## src/hw/rtl/dqfa_pkg.sv

```systemverilog
`timescale 1ns / 1ps
// dqfa_pkg: shared types, constants and byte tables for the DNS fixed-answer responder.
// No dependencies; used by every module of the block.
package dqfa_pkg;

    // Datagram limits
    localparam int MAX_LEN = 496;
    localparam int HDR_LEN = 12;
    localparam int POS_W   = $clog2(MAX_LEN + 1);
    // Label pointer can reach the last position plus a full label
    localparam int LBL_W   = $clog2(MAX_LEN + 256 + 1);
    // Offset from the zero label to just past QCLASS
    localparam int QTAIL   = 5;

    // Appended A record length in bytes
    localparam int REC_LEN  = 16;
    localparam int STEP_W   = $clog2(REC_LEN + 1);
    localparam int REC_IX_W = $clog2(REC_LEN);

    // Command queue depth between front and back
    localparam int QDEPTH = 4;
    localparam int QPTR_W = $clog2(QDEPTH);
    localparam int QCNT_W = $clog2(QDEPTH + 1);

    // Configuration register indexes
    localparam logic [1:0] REG_ENABLE  = 2'd0;
    localparam logic [1:0] REG_ADDRESS = 2'd1;
    localparam logic [1:0] REG_TTL     = 2'd2;

    localparam logic [31:0] ADDRESS_RST = 32'hC0A8_0401;
    localparam logic [31:0] TTL_RST     = 32'd30;

    // Command kinds
    localparam logic [1:0] KIND_PLAIN  = 2'd0;
    localparam logic [1:0] KIND_ABORT  = 2'd1;
    localparam logic [1:0] KIND_APPEND = 2'd2;

    typedef struct packed {
        logic [1:0] kind;
        logic       have;
        logic [7:0] data;
    } cmd_t;

    // Rewritten header byte at position p (p below HDR_LEN)
    function automatic logic [7:0] header_byte(input logic [3:0] p, input logic [7:0] b);
        logic [7:0] r;
        r = b;
        case (p)
            4'd2:  r = 8'h84;
            4'd7:  r = 8'h01;
            4'd3, 4'd6, 4'd8, 4'd9, 4'd10, 4'd11: r = 8'h00;
            default: r = b;
        endcase
        return r;
    endfunction

    // Byte idx of the appended A record
    function automatic logic [7:0] record_byte(input logic [REC_IX_W-1:0] idx,
                                               input logic [31:0] ttl,
                                               input logic [31:0] addr);
        logic [7:0] r;
        r = 8'h00;
        unique case (idx)
            4'd0:  r = 8'hC0;
            4'd1:  r = 8'h0C;
            4'd2:  r = 8'h00;
            4'd3:  r = 8'h01;
            4'd4:  r = 8'h00;
            4'd5:  r = 8'h01;
            4'd6:  r = ttl[31:24];
            4'd7:  r = ttl[23:16];
            4'd8:  r = ttl[15:8];
            4'd9:  r = ttl[7:0];
            4'd10: r = 8'h00;
            4'd11: r = 8'h04;
            4'd12: r = addr[31:24];
            4'd13: r = addr[23:16];
            4'd14: r = addr[15:8];
            4'd15: r = addr[7:0];
        endcase
        return r;
    endfunction

endpackage

```

## src/hw/rtl/dqfa_front.sv

```systemverilog
`timescale 1ns / 1ps
// dqfa_front: takes query bytes, walks the question name and issues commands.
// Depends on dqfa_pkg.
module dqfa_front
(
    input  logic             clk,
    input  logic             rst_n,
    input  logic             enable,
    input  logic             in_xfer,
    input  logic [7:0]       in_byte,
    input  logic             in_last,
    output logic             push,
    output dqfa_pkg::cmd_t   cmd
);

    logic [dqfa_pkg::POS_W-1:0] pos_reg,   pos_next;
    logic [dqfa_pkg::LBL_W-1:0] label_reg, label_next;
    logic [dqfa_pkg::LBL_W-1:0] qend_reg,  qend_next;
    logic                       done_reg,  done_next;

    logic                       pos_ok;
    logic                       have;
    logic [7:0]                 ob;
    logic [dqfa_pkg::LBL_W-1:0] p_ext;
    logic [dqfa_pkg::POS_W-1:0] len;
    logic                       bad;

    // Per-byte classification and name walk
    always_comb
    begin
        pos_next   = pos_reg;
        label_next = label_reg;
        qend_next  = qend_reg;
        done_next  = done_reg;
        have       = 1'b0;
        ob         = in_byte;
        push       = 1'b0;
        cmd        = '0;
        p_ext      = dqfa_pkg::LBL_W'(pos_reg);
        pos_ok     = (pos_reg < dqfa_pkg::POS_W'(dqfa_pkg::MAX_LEN));
        len        = pos_reg;
        bad        = 1'b0;

        if (pos_ok)
        begin
            if (pos_reg < dqfa_pkg::POS_W'(dqfa_pkg::HDR_LEN))
            begin
                ob   = dqfa_pkg::header_byte(pos_reg[3:0], in_byte);
                have = 1'b1;
            end
            else if (!done_reg)
            begin
                if (p_ext == label_reg)
                begin
                    if (in_byte == 8'h00)
                    begin
                        qend_next = p_ext + dqfa_pkg::LBL_W'(dqfa_pkg::QTAIL);
                        done_next = 1'b1;
                    end
                    else
                    begin
                        label_next = p_ext + dqfa_pkg::LBL_W'(in_byte) + 1'b1;
                    end
                end
                have = 1'b1;
            end
            else if (p_ext < qend_reg)
            begin
                have = 1'b1;
            end
            pos_next = pos_reg + 1'b1;
            len      = pos_reg + 1'b1;
        end

        bad = (len < dqfa_pkg::POS_W'(dqfa_pkg::HDR_LEN)) || !done_next ||
              (qend_next > dqfa_pkg::LBL_W'(len));

        cmd.data = ob;
        cmd.have = have;
        cmd.kind = dqfa_pkg::KIND_PLAIN;

        if (in_last)
        begin
            push = in_xfer && enable;
            if (bad)
            begin
                cmd.kind = dqfa_pkg::KIND_ABORT;
                cmd.data = 8'h00;
            end
            else
            begin
                cmd.kind = dqfa_pkg::KIND_APPEND;
            end
        end
        else
        begin
            push = in_xfer && enable && have;
        end

        // End of datagram or disabled: back to reset state
        if (in_last || !enable)
        begin
            pos_next   = '0;
            label_next = dqfa_pkg::LBL_W'(dqfa_pkg::HDR_LEN);
            qend_next  = '0;
            done_next  = 1'b0;
        end
    end

    // Walk state
    always_ff @(posedge clk or negedge rst_n)
    begin
        if (!rst_n)
        begin
            pos_reg   <= '0;
            label_reg <= dqfa_pkg::LBL_W'(dqfa_pkg::HDR_LEN);
            qend_reg  <= '0;
            done_reg  <= 1'b0;
        end
        else if (in_xfer)
        begin
            pos_reg   <= pos_next;
            label_reg <= label_next;
            qend_reg  <= qend_next;
            done_reg  <= done_next;
        end
    end

    // Position saturates at the truncation limit
    a_pos_bound: assert property (@(posedge clk) disable iff (!rst_n)
        pos_reg <= dqfa_pkg::POS_W'(dqfa_pkg::MAX_LEN))
        else $error("byte position beyond truncation limit");

    // Every last byte taken while enabled leaves a command
    a_last_push: assert property (@(posedge clk) disable iff (!rst_n)
        in_xfer && enable && in_last |-> push)
        else $error("last byte produced no command");

endmodule

```

## src/hw/rtl/dqfa_queue.sv

```systemverilog
`timescale 1ns / 1ps
// dqfa_queue: short command queue between the front and the back.
// Depends on dqfa_pkg.
module dqfa_queue
(
    input  logic            clk,
    input  logic            rst_n,
    input  logic            push,
    input  dqfa_pkg::cmd_t  push_cmd,
    output logic            full,
    input  logic            pop,
    output logic            head_valid,
    output dqfa_pkg::cmd_t  head
);

    dqfa_pkg::cmd_t              mem_reg [dqfa_pkg::QDEPTH];
    logic [dqfa_pkg::QPTR_W-1:0] wr_reg, wr_next;
    logic [dqfa_pkg::QPTR_W-1:0] rd_reg, rd_next;
    logic [dqfa_pkg::QCNT_W-1:0] cnt_reg, cnt_next;

    assign full       = (cnt_reg == dqfa_pkg::QCNT_W'(dqfa_pkg::QDEPTH));
    assign head_valid = (cnt_reg != '0);
    assign head       = mem_reg[rd_reg];

    // Pointer and fill count update
    always_comb
    begin
        wr_next  = wr_reg;
        rd_next  = rd_reg;
        cnt_next = cnt_reg;
        if (push)
        begin
            wr_next = (wr_reg == dqfa_pkg::QPTR_W'(dqfa_pkg::QDEPTH - 1)) ? '0 : wr_reg + 1'b1;
        end
        if (pop)
        begin
            rd_next = (rd_reg == dqfa_pkg::QPTR_W'(dqfa_pkg::QDEPTH - 1)) ? '0 : rd_reg + 1'b1;
        end
        if (push && !pop)
        begin
            cnt_next = cnt_reg + 1'b1;
        end
        else if (pop && !push)
        begin
            cnt_next = cnt_reg - 1'b1;
        end
    end

    always_ff @(posedge clk or negedge rst_n)
    begin
        if (!rst_n)
        begin
            wr_reg  <= '0;
            rd_reg  <= '0;
            cnt_reg <= '0;
        end
        else
        begin
            wr_reg  <= wr_next;
            rd_reg  <= rd_next;
            cnt_reg <= cnt_next;
        end
    end

    // Entry storage
    always_ff @(posedge clk)
    begin
        if (push)
        begin
            mem_reg[wr_reg] <= push_cmd;
        end
    end

    a_no_overflow: assert property (@(posedge clk) disable iff (!rst_n)
        full |-> !push)
        else $error("command pushed into full queue");

    a_no_underflow: assert property (@(posedge clk) disable iff (!rst_n)
        !head_valid |-> !pop)
        else $error("command popped from empty queue");

endmodule

```

## src/hw/rtl/dqfa_back.sv

```systemverilog
`timescale 1ns / 1ps
// dqfa_back: carries out queued commands into the reply stream, appending the A record.
// Depends on dqfa_pkg.
module dqfa_back
(
    input  logic            clk,
    input  logic            rst_n,
    input  logic [31:0]     answer_address,
    input  logic [31:0]     answer_ttl,
    input  logic            head_valid,
    input  dqfa_pkg::cmd_t  head,
    output logic            pop,
    output logic            out_valid,
    input  logic            out_ready,
    output logic [7:0]      out_byte,
    output logic            out_last,
    output logic            out_abort
);

    logic [dqfa_pkg::STEP_W-1:0]   step_reg, step_next;
    logic [dqfa_pkg::STEP_W-1:0]   eff_step;
    logic [dqfa_pkg::REC_IX_W-1:0] rec_ix;
    logic                          valid_reg, valid_next;
    logic [7:0]                    byte_reg, byte_next;
    logic                          last_reg, last_next;
    logic                          abort_reg, abort_next;
    logic                          load;
    logic                          final_step;

    // Step 0 is the carried byte, steps 1..REC_LEN the record
    always_comb
    begin
        eff_step = step_reg;
        if (step_reg == '0 && !head.have)
        begin
            eff_step = dqfa_pkg::STEP_W'(1);
        end
        rec_ix     = dqfa_pkg::REC_IX_W'(eff_step - 1'b1);
        final_step = (head.kind != dqfa_pkg::KIND_APPEND) ||
                     (eff_step == dqfa_pkg::STEP_W'(dqfa_pkg::REC_LEN));
        load       = head_valid && (!valid_reg || out_ready);
        pop        = load && final_step;

        byte_next  = byte_reg;
        last_next  = last_reg;
        abort_next = abort_reg;
        step_next  = step_reg;
        valid_next = valid_reg && !out_ready;

        if (load)
        begin
            valid_next = 1'b1;
            step_next  = final_step ? '0 : eff_step + 1'b1;
            abort_next = (head.kind == dqfa_pkg::KIND_ABORT);
            last_next  = (head.kind == dqfa_pkg::KIND_ABORT) ||
                         ((head.kind == dqfa_pkg::KIND_APPEND) && final_step);
            byte_next  = head.data;
            if (head.kind == dqfa_pkg::KIND_ABORT)
            begin
                byte_next = 8'h00;
            end
            else if (head.kind == dqfa_pkg::KIND_APPEND && eff_step != '0)
            begin
                byte_next = dqfa_pkg::record_byte(rec_ix, answer_ttl, answer_address);
            end
        end
    end

    always_ff @(posedge clk or negedge rst_n)
    begin
        if (!rst_n)
        begin
            valid_reg <= 1'b0;
            step_reg  <= '0;
        end
        else
        begin
            valid_reg <= valid_next;
            step_reg  <= step_next;
        end
    end

    // Output payload
    always_ff @(posedge clk)
    begin
        byte_reg  <= byte_next;
        last_reg  <= last_next;
        abort_reg <= abort_next;
    end

    assign out_valid = valid_reg;
    assign out_byte  = byte_reg;
    assign out_last  = last_reg;
    assign out_abort = abort_reg;

    a_step_bound: assert property (@(posedge clk) disable iff (!rst_n)
        step_reg <= dqfa_pkg::STEP_W'(dqfa_pkg::REC_LEN))
        else $error("record step out of range");

    a_abort_last: assert property (@(posedge clk) disable iff (!rst_n)
        valid_reg && abort_reg |-> last_reg && byte_reg == 8'h00)
        else $error("abort not on a final zero byte");

endmodule

```

## src/hw/rtl/dns_query_to_fixed_answer.sv

```systemverilog
`timescale 1ns / 1ps
// Path: a kept query byte is stored in the command queue, then in the output register.
// Throughput: one byte per cycle in and out while the command queue is not full and
// the reply side is ready; the final query byte of a good query expands into up to 17
// output bytes (16 when that byte itself is dropped), input keeps flowing until the
// four-entry command queue fills. Set by the single output register of the back end.
// Reset: configuration returns to defaults (disabled, 192.168.4.1, TTL 30), queue empty.
module dns_query_to_fixed_answer
(
    input  logic        clk,
    input  logic        rst_n,
    // configuration write port
    input  logic        cfg_wen,
    input  logic [1:0]  cfg_index,
    input  logic [31:0] cfg_wdata,
    // query stream
    input  logic        s_axis_tvalid,
    output logic        s_axis_tready,
    input  logic [7:0]  s_axis_tdata,   // [7:0] in_byte
    input  logic        s_axis_tlast,
    // reply stream
    output logic        m_axis_tvalid,
    input  logic        m_axis_tready,
    output logic [7:0]  m_axis_tdata,   // [7:0] out_byte
    output logic        m_axis_tlast,
    output logic        m_axis_tuser    // [0] abort
);

    logic            enable_reg;
    logic [31:0]     address_reg;
    logic [31:0]     ttl_reg;

    logic            q_full;
    logic            in_xfer;
    logic            push;
    dqfa_pkg::cmd_t  push_cmd;
    logic            pop;
    logic            head_valid;
    dqfa_pkg::cmd_t  head;

    // Configuration registers
    always_ff @(posedge clk or negedge rst_n)
    begin
        if (!rst_n)
        begin
            enable_reg  <= 1'b0;
            address_reg <= dqfa_pkg::ADDRESS_RST;
            ttl_reg     <= dqfa_pkg::TTL_RST;
        end
        else if (cfg_wen)
        begin
            unique case (cfg_index)
                dqfa_pkg::REG_ENABLE:  enable_reg  <= cfg_wdata[0];
                dqfa_pkg::REG_ADDRESS: address_reg <= cfg_wdata;
                dqfa_pkg::REG_TTL:     ttl_reg     <= cfg_wdata;
                default: ;
            endcase
        end
    end

    assign s_axis_tready = !q_full;
    assign in_xfer       = s_axis_tvalid && s_axis_tready;

    dqfa_front u_front
    (
        .clk     (clk),
        .rst_n   (rst_n),
        .enable  (enable_reg),
        .in_xfer (in_xfer),
        .in_byte (s_axis_tdata),
        .in_last (s_axis_tlast),
        .push    (push),
        .cmd     (push_cmd)
    );

    dqfa_queue u_queue
    (
        .clk        (clk),
        .rst_n      (rst_n),
        .push       (push),
        .push_cmd   (push_cmd),
        .full       (q_full),
        .pop        (pop),
        .head_valid (head_valid),
        .head       (head)
    );

    dqfa_back u_back
    (
        .clk            (clk),
        .rst_n          (rst_n),
        .answer_address (address_reg),
        .answer_ttl     (ttl_reg),
        .head_valid     (head_valid),
        .head           (head),
        .pop            (pop),
        .out_valid      (m_axis_tvalid),
        .out_ready      (m_axis_tready),
        .out_byte       (m_axis_tdata),
        .out_last       (m_axis_tlast),
        .out_abort      (m_axis_tuser)
    );

endmodule

```

## config.mk

```make
export PLATFORM = sky130hd
export DESIGN_NAME = dns_query_to_fixed_answer
export DESIGN_NICKNAME = d
export VERILOG_FILES = /design/src/hw/rtl/dqfa_pkg.sv /design/src/hw/rtl/dqfa_front.sv /design/src/hw/rtl/dqfa_queue.sv /design/src/hw/rtl/dqfa_back.sv /design/src/hw/rtl/dns_query_to_fixed_answer.sv
export SDC_FILE = /design/constraint.sdc
export NUM_CORES = 1
export LEC_CHECK = 0
export ABC_AREA = 1
export BUFFER_PORTS_ARGS = -buffer_cell sky130_fd_sc_hd__buf_2
export CORE_MARGIN = 1.5
export CORE_UTILIZATION = 45
export DETAILED_ROUTE_END_ITERATION = 8
export PLACE_DENSITY_LB_ADDON = 0.1
export SLEW_MARGIN = 20
export SYNTH_ARGS = -nofsm -noshare
export SYNTH_HDL_FRONTEND = slang
export SYNTH_SLANG_ARGS = --single-unit
```

## constraint.sdc

```tcl
create_clock -name clk -period 4.3 [get_ports clk]
set_clock_uncertainty 0.2 [all_clocks]
set_input_delay 0.43 -clock clk [delete_from_list [all_inputs] [get_ports clk]]
set_output_delay 0.43 -clock clk [all_outputs]
set_load 0.03 [all_outputs]
```

==> impl_metrics.yaml <==
run_status:
  status: "complete, no violations"
layout:
  diodes: 0
  final_common_cell: "nand2_1"
  nets: 1171
  multi_input_comb_area_sq_mm: 0.00367
  seq_area_sq_mm: 0.00434
  synthToLayoutAreaGrowth_pct: 13.9
  drive_gt1_frac: 0.139
  post-route-cell-area_sq_mm: 0.00983
  largest_reg_flops: 44
  postLayoutCoreUtil: 0.524
  final_cell_mix: "nand2_1 (237), o21ai_0 (132), inv_1 (119)"
  nFillCells: 1768
floorplan:
  dieArea_sq_mm: 0.0200
  die_h_um: 141
  core_sq_mm: 0.0188
  die_x_um: 141
  io_pins: 60
  core.rowCount: 50
  initial_core_util: 0.460
clocking:
  path_clk_slew_ps: 70
  clkSinkCount: 162
  cts_tree: "built"
  clockRootBuffer: "clkbuf_16"
  clkLatencyLatePin_ps: 430
  clock_path_buffers: 2
  h-tree-depth: 4
  cts_buffers: 17
yosys:
  synth_nets: 1107
  synth_top_area_cell: "dfrtp_1"
  synth_cell_types: 51
  synth_top_area_share: 0.275
  synth_edf_count: 54
  ys_ff_latch: 162
  syn_area_per_cell_sq_um: 8.46
  syn_inst: 1020
  synth_warnings: 0
  synthFlopType: "dfrtp_1"
  synth_area_leaders: "dfrtp_1 (28%), edfxtp_1 (19%), nand2_1 (10%), o21ai_0 (7.7%), ha_1 (5.4%)"
  async_reset_ff_frac: 0.667
  syn-cell-area_sq_mm: 0.00863
  yosysSeqAreaShare: 0.503
power_and_ir_drop:
  power_density_mw_per_mm2: 563
  finalPower_mw: 5.54
  ir_drop_mv: 0.307
  leakage_nw: 4.58
critical_path:
  critPathArrivalTime_ps: 3960
  crit_required_ps: 4340
  crit_buf_inv: 5
  worstSetupStartpointType: "register"
  critPathKind: "register to register"
  crit_family: "simple AND/OR/NAND/NOR gates"
  critPathMaxStageDelay_ps: 500
  path_max_fanout: 18
  crit_path_end_kind: "register"
  ff2ff_setup_slack_ps: 390
  crit_chain: "inv_1 > nand2_1 > o21ai_0 > nor2_1 > nand2_1 > nor2_1 > nand2_1 > nor2_1 > nand2_2 > o21ai_1 > inv_1 > ha_1 > inv_1 > nor2_1 > o21ai_0 > inv_1 > nor2_1 > o21ai_0 > a21o_1 > o21ai_0 > nand3_4 > buf_12 > nor2_1"
  crit_top_cell: "nor2_1"
  crit_slowest_cell: "dfrtp_1"
sta:
  setup_viol: 0
  worstMarginPinSlew_ps: 851
  grt_setup_unrepaired: "no"
  period_needed_ps: 3910
  slew_headroom: 0.433
  finalHoldViolCount: 0
  fin_crit_sh: 0.910
  fmax_mhz: 256
  hold_slack_ps: 40.4
  fin_tns_setup_ps: 0
  slew_viol_final: 0
detailed_routing:
  vias: 7011
  wl_um: 22200
  drc_errors: 0
  ant_nets: 0
  vias_per_cell: 5.27
  drt_iter0_markers: 635
  routedWlPerCell_um: 16.6
  firstDrtPassIters: 5
global_route:
  met2_usage: 0.333
  grt_first_pass_wirelength_um: 35200
  track_usage: 0.229
  grt.met3_usage: 0.0442
  busiest_layer: "met1"
  grt_pass1_vias: 6555
  grt_max_degree: 66
  met1_usage: 0.345
  grt_antenna_before_repair: 0
  grt_remaining_overflow: 0
job:
  max_cap_viol_count: 0
min_path:
  hold_path.class: "input pin to register"
place:
  routabilityCongestion: 0.889
  numPortBuffers: 59
  dp_hpwl_um: 16000
  dpl_cell_area_sq_mm: 0.00920
layout make-up:
cell class / instances / share of cell area
flip-flops and latches: 162 / 0.441
repair buffers: 82 / 0.0494
clock inverters: 11 / 0.0131
well taps: 234 / 0.0298
clock buffers: 21 / 0.0448
inverters: 127 / 0.0485
multi-input cells: 694 / 0.373
path summary, 6_finish.rpt:
| kind | start | endpoint | cells past startpoint |
|---|---|---|---|
| worst max-delay path | u_front.pos_reg[1]$_DFFE_PN0P_ | u_queue.mem_reg[2][10]$_DFFE_PP_ | 23 |
| worst min-delay path | cfg_wdata[3] | ttl_reg[3]$_DFFE_PN1P_ | 3 |
| worst max register to register | u_front.pos_reg[1]$_DFFE_PN0P_ | u_queue.mem_reg[2][10]$_DFFE_PP_ | 23 |
| worst min register to register | ttl_reg[20]$_DFFE_PN0P_ | ttl_reg[20]$_DFFE_PN0P_ | 2 |
| max in group asynchronous | rst_n | ttl_reg[3]$_DFFE_PN1P_ | 3 |
| min in group asynchronous | rst_n | address_reg[5]$_DFFE_PN0P_ | 2 |
synth_stat cells (all sizes together), types with 3 or more instances:
library cell and count:
o21ai 138, a21oi 46, dfrtp 95, nand4 33, inv 126, clkbuf 23
nor2 97, dfstp 13, nand3 31, buf 14, o22ai 24, xnor2 5
xor2 15, nand2 240, nor3 4, o21bai 3, edfxtp 54, ha 37
stage by stage:
stage	cells	setup WS [ps]
finish	1331	389
CTS	1330	243
floorplan	1020	903
global route	1331	29.0
detailed placement	1297	280
global placement	1297	426
kinds of logic after synthesis:
group / Yosys count / share of synthesized area
buffers and inverters: 164 / 0.0768
muxes: 1 / 0.00116
and+or+nand+nor: 410 / 0.199
DFF: 162 / 0.503
AOI/OAI and AO/OA: 224 / 0.140
xor gates and xnor gates: 20 / 0.0212
adders and majority gates: 39 / 0.0583
routing by layer:
layer / vias up / wire length [um]
met4: 0 / 457
met1: 3237 / 10700
met2: 221 / 9680
met5: - / 0
li1: 3513 / -
met3: 40 / 1300
worst register-to-register path, stage by stage (launching register included):
cell     delay, ps
dfrtp_1        500
inv_1          160
nand2_1         90
o21ai_0         70
nor2_1         100
nand2_1         60
nor2_1         120
nand2_1         80
nor2_1         160
nand2_2        230
o21ai_1        260
inv_1           70
ha_1           310
inv_1           60
nor2_1          30
o21ai_0        130
inv_1           50
nor2_1          90
o21ai_0         80
a21o_1         150
o21ai_0        210
nand3_4        130
buf_12         180
nor2_1         190
timing repair:
action	CTS	global route
hold buffers	1	0
resized for setup	0	9
endpoints found under the setup margin	0	36
endpoints found under the hold margin	56	0
buffers inserted	0	1
power by group:
part           switching (mW)  total [mW]  internal, mW
Sequential              0.145        2.02          1.87
Combinational            1.44        2.03         0.594
Clock                   0.630        1.49         0.860
Total                    2.21        5.54          3.32
Power figures use the tool's default switching activity.
